[src/hdl/hbtm_pkg.sv]
// ----------------------------------------------------------------------------
// Heartbeat timeout monitor package
// Shared types and constants for the node cells and the top level.
// ----------------------------------------------------------------------------
package hbtm_pkg;

  localparam int unsigned CNT_W    = 3;
  localparam int unsigned NODE_W   = 2;
  localparam int unsigned TIME_W   = 32;
  localparam int unsigned BYTE_W   = 8;
  localparam int unsigned MASK_W   = 4;
  localparam int unsigned CFG_IDX_W = 3;
  localparam int unsigned CFG_DAT_W = 32;

  localparam logic [TIME_W-1:0]    TMO_RESET    = 32'd1000;
  localparam logic [CFG_IDX_W-1:0] REG_ACTIVE   = 3'd0;
  localparam logic [CFG_IDX_W-1:0] REG_TIMEOUT0 = 3'd1;

  typedef enum logic {
    KIND_HB    = 1'b0,
    KIND_CHECK = 1'b1
  } kind_e;

  typedef struct packed {
    kind_e              kind;
    logic [NODE_W-1:0]  node;
    logic [TIME_W-1:0]  now;
    logic [BYTE_W-1:0]  seq;
    logic [BYTE_W-1:0]  pst;
    logic [MASK_W-1:0]  alive;
    logic [MASK_W-1:0]  lost;
    logic [BYTE_W-1:0]  nseq;
    logic [BYTE_W-1:0]  npst;
    logic               ign;
  } probe_t;

  typedef struct packed {
    logic [CNT_W-1:0]     count;
    logic                 tmo_we;
    logic                 clr;
    logic [TIME_W-1:0]    tmo_data;
  } cell_cfg_t;

endpackage

[src/hdl/hbtm_cell.sv]
// ----------------------------------------------------------------------------
// Heartbeat timeout monitor node cell
// Holds one node's record and timeout, and updates the passing transfer.
// ----------------------------------------------------------------------------
module hbtm_cell #(
  parameter int unsigned INDEX = 0
) (
  input  logic                clk_i,
  input  logic                rst_ni,
  input  logic                vld_i,
  input  hbtm_pkg::probe_t    probe_i,
  input  hbtm_pkg::cell_cfg_t cfg_i,
  output logic                vld_o,
  output hbtm_pkg::probe_t    probe_o
);

  localparam logic [hbtm_pkg::CNT_W-1:0]  CellCnt  = INDEX[hbtm_pkg::CNT_W-1:0];
  localparam logic [hbtm_pkg::NODE_W-1:0] CellNode = INDEX[hbtm_pkg::NODE_W-1:0];
  localparam logic [hbtm_pkg::MASK_W-1:0] CellBit  =
    hbtm_pkg::MASK_W'(1) << INDEX;

  logic [hbtm_pkg::TIME_W-1:0] last_q, last_d, tmo_q, elapsed;
  logic [hbtm_pkg::BYTE_W-1:0] seq_q, seq_d, pst_q, pst_d;
  logic                        seen_q, seen_d, alive_q, alive_d;
  logic                        active, hit, expired;
  logic                        vld_q;
  hbtm_pkg::probe_t            probe_q, probe_d;

  assign active  = CellCnt < cfg_i.count;
  assign hit     = probe_i.node == CellNode;
  assign elapsed = probe_i.now - last_q;
  assign expired = seen_q && (elapsed > tmo_q);

  always_comb begin
    last_d  = last_q;
    seq_d   = seq_q;
    pst_d   = pst_q;
    seen_d  = seen_q;
    alive_d = alive_q;
    probe_d = probe_i;
    if (vld_i && active) begin
      if (probe_i.kind == hbtm_pkg::KIND_HB) begin
        if (hit) begin
          last_d  = probe_i.now;
          seq_d   = probe_i.seq;
          pst_d   = probe_i.pst;
          seen_d  = 1'b1;
          alive_d = 1'b1;
        end
      end else if (expired) begin
        alive_d = 1'b0;
        if (alive_q) begin
          probe_d.lost = probe_i.lost | CellBit;
        end
      end
    end
    if (active && alive_d) begin
      probe_d.alive = probe_i.alive | CellBit;
    end
    if (hit) begin
      probe_d.nseq = seq_d;
      probe_d.npst = pst_d;
    end
    if (cfg_i.clr) begin
      last_d  = '0;
      seq_d   = '0;
      pst_d   = '0;
      seen_d  = 1'b0;
      alive_d = 1'b0;
    end
  end

  always_ff @(posedge clk_i or negedge rst_ni) begin
    if (!rst_ni) begin
      last_q  <= '0;
      seq_q   <= '0;
      pst_q   <= '0;
      seen_q  <= 1'b0;
      alive_q <= 1'b0;
      tmo_q   <= hbtm_pkg::TMO_RESET;
      vld_q   <= 1'b0;
    end else begin
      last_q  <= last_d;
      seq_q   <= seq_d;
      pst_q   <= pst_d;
      seen_q  <= seen_d;
      alive_q <= alive_d;
      vld_q   <= vld_i;
      if (cfg_i.tmo_we) begin
        tmo_q <= cfg_i.tmo_data;
      end
    end
  end

  always_ff @(posedge clk_i) begin
    if (vld_i) begin
      probe_q <= probe_d;
    end
  end

  assign vld_o   = vld_q;
  assign probe_o = probe_q;

endmodule

[src/hdl/heartbeat_timeout_monitor.sv]
// ----------------------------------------------------------------------------
// Heartbeat timeout monitor
// Watchdog bank for up to NODES peers, built as a chain of node cells.
// ----------------------------------------------------------------------------
// Each transfer walks the chain of NODES cells, one cell per cycle; each cell
// applies the heartbeat or timeout check to its own node record and adds its
// bits to the result. The result is held in the last cell until it is
// taken, and the next input is accepted no earlier than the cycle in which
// the result is taken, so only one transfer is in the chain at a time.
// Configuration writes must only be issued while the block is idle.
module heartbeat_timeout_monitor #(
  parameter int unsigned NODES = 4
) (
  input  logic                                 clk_i,
  input  logic                                 rst_ni,
  input  logic                                 cfg_we_i,
  input  logic [hbtm_pkg::CFG_IDX_W-1:0]       cfg_idx_i,
  input  logic [hbtm_pkg::CFG_DAT_W-1:0]       cfg_data_i,
  input  logic                                 in_valid_i,
  output logic                                 in_ready_o,
  input  logic                                 kind_i,
  input  logic [hbtm_pkg::NODE_W-1:0]          node_i,
  input  logic [hbtm_pkg::TIME_W-1:0]          now_ticks_i,
  input  logic [hbtm_pkg::BYTE_W-1:0]          seq_in_i,
  input  logic [hbtm_pkg::BYTE_W-1:0]          peer_state_in_i,
  output logic                                 out_valid_o,
  input  logic                                 out_ready_i,
  output logic [hbtm_pkg::MASK_W-1:0]          alive_mask_o,
  output logic [hbtm_pkg::MASK_W-1:0]          lost_mask_o,
  output logic [hbtm_pkg::BYTE_W-1:0]          node_sequence_o,
  output logic [hbtm_pkg::BYTE_W-1:0]          node_peer_state_o,
  output logic                                 ignored_o
);

  localparam logic [hbtm_pkg::CNT_W-1:0] MaxCnt = NODES[hbtm_pkg::CNT_W-1:0];

  logic [hbtm_pkg::CNT_W-1:0] active_q, eff_cnt, new_cnt;
  logic                       busy_q, out_valid_q;
  logic                       in_fire, out_fire;
  logic [NODES:0]             vld;
  hbtm_pkg::probe_t           probe [NODES+1];
  hbtm_pkg::cell_cfg_t        cell_cfg [NODES];

  assign eff_cnt = (active_q > MaxCnt) ? MaxCnt : active_q;
  assign new_cnt = (cfg_data_i[hbtm_pkg::CNT_W-1:0] > MaxCnt) ? MaxCnt
                                                               : cfg_data_i[hbtm_pkg::CNT_W-1:0];

  assign out_fire   = out_valid_q && out_ready_i;
  assign in_ready_o = !busy_q || out_fire;
  assign in_fire    = in_valid_i && in_ready_o;

  always_comb begin
    probe[0]       = '0;
    probe[0].kind  = hbtm_pkg::kind_e'(kind_i);
    probe[0].node  = node_i;
    probe[0].now   = now_ticks_i;
    probe[0].seq   = seq_in_i;
    probe[0].pst   = peer_state_in_i;
    probe[0].ign   = (kind_i == hbtm_pkg::KIND_HB) &&
                     ({1'b0, node_i} >= eff_cnt);
  end
  assign vld[0] = in_fire;

  for (genvar i = 0; i < NODES; i++) begin : g_cell
    localparam logic [hbtm_pkg::CNT_W-1:0] Idx = hbtm_pkg::CNT_W'(i);

    always_comb begin
      cell_cfg[i].count    = eff_cnt;
      cell_cfg[i].tmo_data = cfg_data_i[hbtm_pkg::TIME_W-1:0];
      cell_cfg[i].tmo_we   = cfg_we_i && (cfg_idx_i == hbtm_pkg::REG_TIMEOUT0 + Idx);
      cell_cfg[i].clr      = cfg_we_i && (cfg_idx_i == hbtm_pkg::REG_ACTIVE) &&
                             (Idx >= eff_cnt) && (Idx < new_cnt);
    end

    hbtm_cell #(
      .INDEX(i)
    ) u_cell (
      .clk_i  (clk_i),
      .rst_ni (rst_ni),
      .vld_i  (vld[i]),
      .probe_i(probe[i]),
      .cfg_i  (cell_cfg[i]),
      .vld_o  (vld[i+1]),
      .probe_o(probe[i+1])
    );
  end

  always_ff @(posedge clk_i or negedge rst_ni) begin
    if (!rst_ni) begin
      active_q    <= '0;
      busy_q      <= 1'b0;
      out_valid_q <= 1'b0;
    end else begin
      if (cfg_we_i && (cfg_idx_i == hbtm_pkg::REG_ACTIVE)) begin
        active_q <= cfg_data_i[hbtm_pkg::CNT_W-1:0];
      end
      if (in_fire) begin
        busy_q <= 1'b1;
      end else if (out_fire) begin
        busy_q <= 1'b0;
      end
      if (vld[NODES]) begin
        out_valid_q <= 1'b1;
      end else if (out_fire) begin
        out_valid_q <= 1'b0;
      end
    end
  end

  assign out_valid_o       = out_valid_q;
  assign alive_mask_o      = probe[NODES].alive;
  assign lost_mask_o       = probe[NODES].lost;
  assign node_sequence_o   = probe[NODES].nseq;
  assign node_peer_state_o = probe[NODES].npst;
  assign ignored_o         = probe[NODES].ign;

  a_one_in_flight : assert property (@(posedge clk_i) disable iff (!rst_ni)
    $onehot0(vld))
    else $error("more than one transfer in the cell chain");

  a_no_accept_midway : assert property (@(posedge clk_i) disable iff (!rst_ni)
    in_fire |-> (vld[NODES:1] == '0))
    else $error("input taken while the chain is still working");

  a_lost_not_alive : assert property (@(posedge clk_i) disable iff (!rst_ni)
    out_valid_q |-> ((lost_mask_o & alive_mask_o) == '0))
    else $error("a node is reported both lost and alive");

  a_ignored_no_loss : assert property (@(posedge clk_i) disable iff (!rst_ni)
    (out_valid_q && ignored_o) |-> (lost_mask_o == '0))
    else $error("an ignored heartbeat reports lost nodes");

endmodule
[config.mk]
export PLATFORM = sky130hd
export DESIGN_NAME = heartbeat_timeout_monitor
export DESIGN_NICKNAME = d
export VERILOG_FILES = /design/src/hdl/hbtm_pkg.sv /design/src/hdl/hbtm_cell.sv /design/src/hdl/heartbeat_timeout_monitor.sv
export SDC_FILE = /design/constraint.sdc
export NUM_CORES = 1
export LEC_CHECK = 0
export ABC_AREA = 1
export BUFFER_PORTS_ARGS = -buffer_cell sky130_fd_sc_hd__buf_2
export CAP_MARGIN = 10
export CORE_MARGIN = 2
export CORE_UTILIZATION = 40
export CTS_BUF_LIST = sky130_fd_sc_hd__clkbuf_8
export DETAILED_ROUTE_END_ITERATION = 10
export HOLD_SLACK_MARGIN = 0.03
export REMOVE_ABC_BUFFERS = 1
export SYNTH_ARGS = -nofsm -noshare
export SYNTH_HDL_FRONTEND = slang
export SYNTH_SLANG_ARGS = --single-unit
export TNS_END_PERCENT = 5
[constraint.sdc]
create_clock -name clk_i -period 3.65 [get_ports clk_i]
set_clock_uncertainty 0.1 [all_clocks]
set_input_delay 0.365 -clock clk_i [delete_from_list [all_inputs] [get_ports clk_i]]
set_output_delay 0.365 -clock clk_i [all_outputs]
set_load 0.01 [all_outputs]
==> impl_metrics.py <==
metrics = {
    "yosys": {
        "ys_async_sr_fraction_pct": 58.3,
        "yosys_warnings": 0,
        "syn_area_per_cell_sq_um": 8.59,
        "synth.distinct_cells": 44,
        "ys_seq_area_share_pct": 49.0,
        "ys.flop_type": "dfrtp_1",
        "netlist_area_sq_um": 32100,
        "syn_inst": 3735,
        "ys_seq_elements": 578,
        "synth_edf_count": 241,
    },
    "pwr": {
        "vdd_ir_drop_max_mv": 0.378,
        "p_per_area_nw_per_um2": 906,
        "pwr-share-comb_pct": 54.1,
        "pwr-share-seq_pct": 28.2,
        "internal_power_mw": 19.9,
        "totalPowerFinal_mw": 35.1,
        "switching_power_mw": 15.3,
        "switching_share_pct": 43.4,
        "clkPwrFrac_pct": 17.6,
        "leakagePower_nw": 18.4,
    },
    "drt": {
        "ant_nets": 0,
        "drc": 0,
        "drt_iter0_markers": 1919,
        "firstDrtPassIters": 6,
        "wl_per_cell_um": 17.8,
        "dr_total_vias": 26300,
        "routed_wl_mm": 93.9,
        "vias_per_cell": 4.97,
    },
    "status": {
        "status": "finished clean",
    },
    "placed_design": {
        "post-dp-hpwl_mm": 71.9,
        "dp.cells": 4990,
        "io_buffers": 117,
        "gp_congestion": 0.926,
    },
    "timing": {
        "slew_violations": 0,
        "rsz0062_at_grt": "yes",
        "hold_ws_ns": 0.0560,
        "min_period_ns": 3.46,
        "fmax_ghz": 0.289,
        "tightest_slew_ns": 1.11,
        "setup_violations": 0,
        "tns_ns": 0,
        "slew_headroom_pct": 26.2,
        "fin_crit_sh_pct": 94.9,
        "hold_violations": 0,
    },
    "floorplan": {
        "core_region_area_sq_um": 79100,
        "die_h_um": 287,
        "rows": 103,
        "fp.dieW_um": 287,
        "die_area_sq_um": 82400,
        "initial_core_util_pct": 40.5,
        "ios": 118,
    },
    "finish": {
        "fin_cells": 5286,
        "layout_commonest_cell": "nand2_1",
        "drive_gt1_share_pct": 14.2,
        "syn2layout_area_growth_pct": 21.0,
        "multi_input_area_sq_um": 14600,
        "register_area_sq_um": 15700,
        "final_cell_mix": "nand2_1, inv_1, o21ai_0, dfrtp_1, nor2_1",
        "nets": 4502,
        "fillers": 7636,
    },
    "clock_tree": {
        "insertion_delay_ns": 0.75,
        "numCtsBuffers": 99,
        "cts.clk_slew.worst_paths_ns": 0.07,
        "htreeDepth": 3,
        "cts_root_buf": "clkbuf_8",
        "cts_tree": "yes",
        "cts.path.max_buffers": 3,
        "cts.sinks": 578,
    },
    "setup_path": {
        "max_stage_delay_ns": 0.47,
        "critical_path.top_delay_family": "simple AND/OR/NAND/NOR gates",
        "rrSetupSlack_ns": 0.19,
        "cpMaxStageDelayCell": "ha_1",
        "cp_cell_sequence": "ha_1, nand2_1, nor2_1, nand2_1, nor3_1, nand2_1, nand3_1, nand2_1, ha_1, nand2_1, nor2_2, nand2_1, nor3_2, buf_4, nand3_1, nand2_1, inv_1, nand2_1, nand2_1, nor2_1",
        "critPathKind": "reg -> reg",
        "startpoint_type": "flop",
        "cp_common_cell": "nand2_1",
        "arrival_ns": 3.96,
        "worst-path-max-fanout": 6,
        "critPathCaptureType": "flop",
        "required_ns": 4.15,
        "crit_buf_inv": 2,
    },
    "global_routing": {
        "grt_max_degree": 88,
        "grt_pass1_wl_mm": 144,
        "grt_overflow": 0,
        "grt_pass1_vias": 25500,
        "antenna_found_initial": 2,
        "grt_use_total_pct": 22.6,
    },
    "run": {
        "drv_cap": 0,
    },
    "worst_hold_path": {
        "min_path_type": "in -> async",
    },
}
area by class of cell:
class	instances	area share (%)
Antenna cell	2	0.0129
Clock buffer	115	4.08
Timing Repair Buffer	400	7.77
Tap cell	1050	3.39
Inverter	558	5.40
Sequential cell	578	40.5
Multi-Input combinational cell	2516	37.5
Clock inverter	67	1.35
sequential cells by signal (all words and copies together), names as in the netlist:
| signal | flops |
|---|---|
| busy_q | 1 |
| g_cell.u_cell.pst_q | 32 |
| g_cell.u_cell.last_q | 128 |
| out_valid_o | 1 |
| g_cell.u_cell.probe_o | 241 |
| g_cell.u_cell.vld_o | 4 |
| g_cell.u_cell.seq_q | 32 |
| g_cell.u_cell.seen_q | 4 |
| active_q | 3 |
| g_cell.u_cell.alive_q | 4 |
| g_cell.u_cell.tmo_q | 128 |
logic make-up after synthesis:
family | Yosys count | synth area share [%]
buf+inv | 641 | 7.60
simple gates | 1470 | 18.7
xor+xnor | 76 | 2.08
mux | 48 | 1.50
fa+ha+maj | 258 | 10.2
flops | 578 | 49.0
compound gates | 664 | 11.0
worst reg2reg max path, delay by kind of cell (launching register included):
kind	cells	cell delay, ns
DFF	1	0.44
and+or+nand+nor	16	1.84
buffers and inverters	2	0.21
adders and majority gates	2	0.74
synth_stat cells, types with 2 or more instances:
cell,count,area (sq um)
a21boi_0,11,82.6
a21o_1,19,143
a21oi_1,186,931
a31oi_1,7,43.8
and2_1,2,12.5
and3_1,3,18.8
buf_1,2,7.51
buf_2,17,85.1
clkbuf_1,62,233
clkinv_1,3,11.3
dfrtp_1,313,7830
dfstp_2,24,631
edfxtp_1,241,7240
fa_1,4,80.1
ha_1,254,3180
inv_1,553,2080
inv_2,2,7.51
mux2i_1,48,480
nand2_1,856,3210
nand3_1,229,1150
nand3b_1,7,52.6
nand4_1,28,175
nor2_1,297,1110
nor2_2,2,12.5
nor3_1,32,160
nor4_1,8,50.1
o211ai_1,3,22.5
o21a_1,11,82.6
o21ai_0,373,1870
o21ai_1,28,140
o21bai_1,23,173
xnor2_1,10,87.6
xor2_1,66,578
power by group through the flow:
stage / Combinational (mW) / Sequential [mW] / Clock, mW
CTS: 18.2 / 9.92 / 6.34
detailed placement: 18.0 / 10.0 / 0
floorplan: 12.0 / 9.92 / 0
finish: 19.0 / 9.92 / 6.20
global route: 21.6 / 10.1 / 6.63
global placement: 17.8 / 9.96 / 0
through the flow:
stage          instance area [sq um]  utilization (%)  worst slack, ns
6_report                       38800             49.0            0.186
5_1_grt                        38800             49.0          -0.0273
4_1_cts                        38000             48.1          -0.0294
3_5_place_dp                   35000             44.2          -0.0640
3_3_place_gp                   35000             44.2          -0.0263
2_1_floorplan                  31700                -            -1.88
routing by layer:
metal / GRT usage [%] / vias up / share of wire, %
met2: 36.6 / 573 / 46
li1: - / 13100 / -
met3: 2.74 / 143 / 4.0
met5: 0 / - / 0
met4: 6.81 / 0 / 2.5
met1: 31.8 / 12500 / 47
what timing repair did:
item,in CTS,in global routing
endpoints found under the hold margin,324,0
buffers inserted,0,20
gates cloned,0,0
hold buffers,91,0
gates resized for setup,7,132
endpoints found under the setup margin,4,12
pin swaps,2,19
worst paths after layout:
kind	from	endpoint	cells past startpoint
hold / removal	rst_ni	g_cell[3].u_cell.last_q[22]	2
hold reg to reg	g_cell[1].u_cell.probe_o[22]	g_cell[2].u_cell.probe_o[22]	0
setup reg to reg	g_cell[0].u_cell.probe_o[66]	g_cell[1].u_cell.probe_o[22]	20
setup / recovery	g_cell[0].u_cell.probe_o[66]	g_cell[1].u_cell.probe_o[22]	20
max in group asynchronous	rst_ni	g_cell[0].u_cell.last_q[14]	3
min in group clk_i	cfg_idx_i[2]	g_cell[2].u_cell.tmo_q[3]	4
Note: power is estimated with default switching activity, not from simulation.
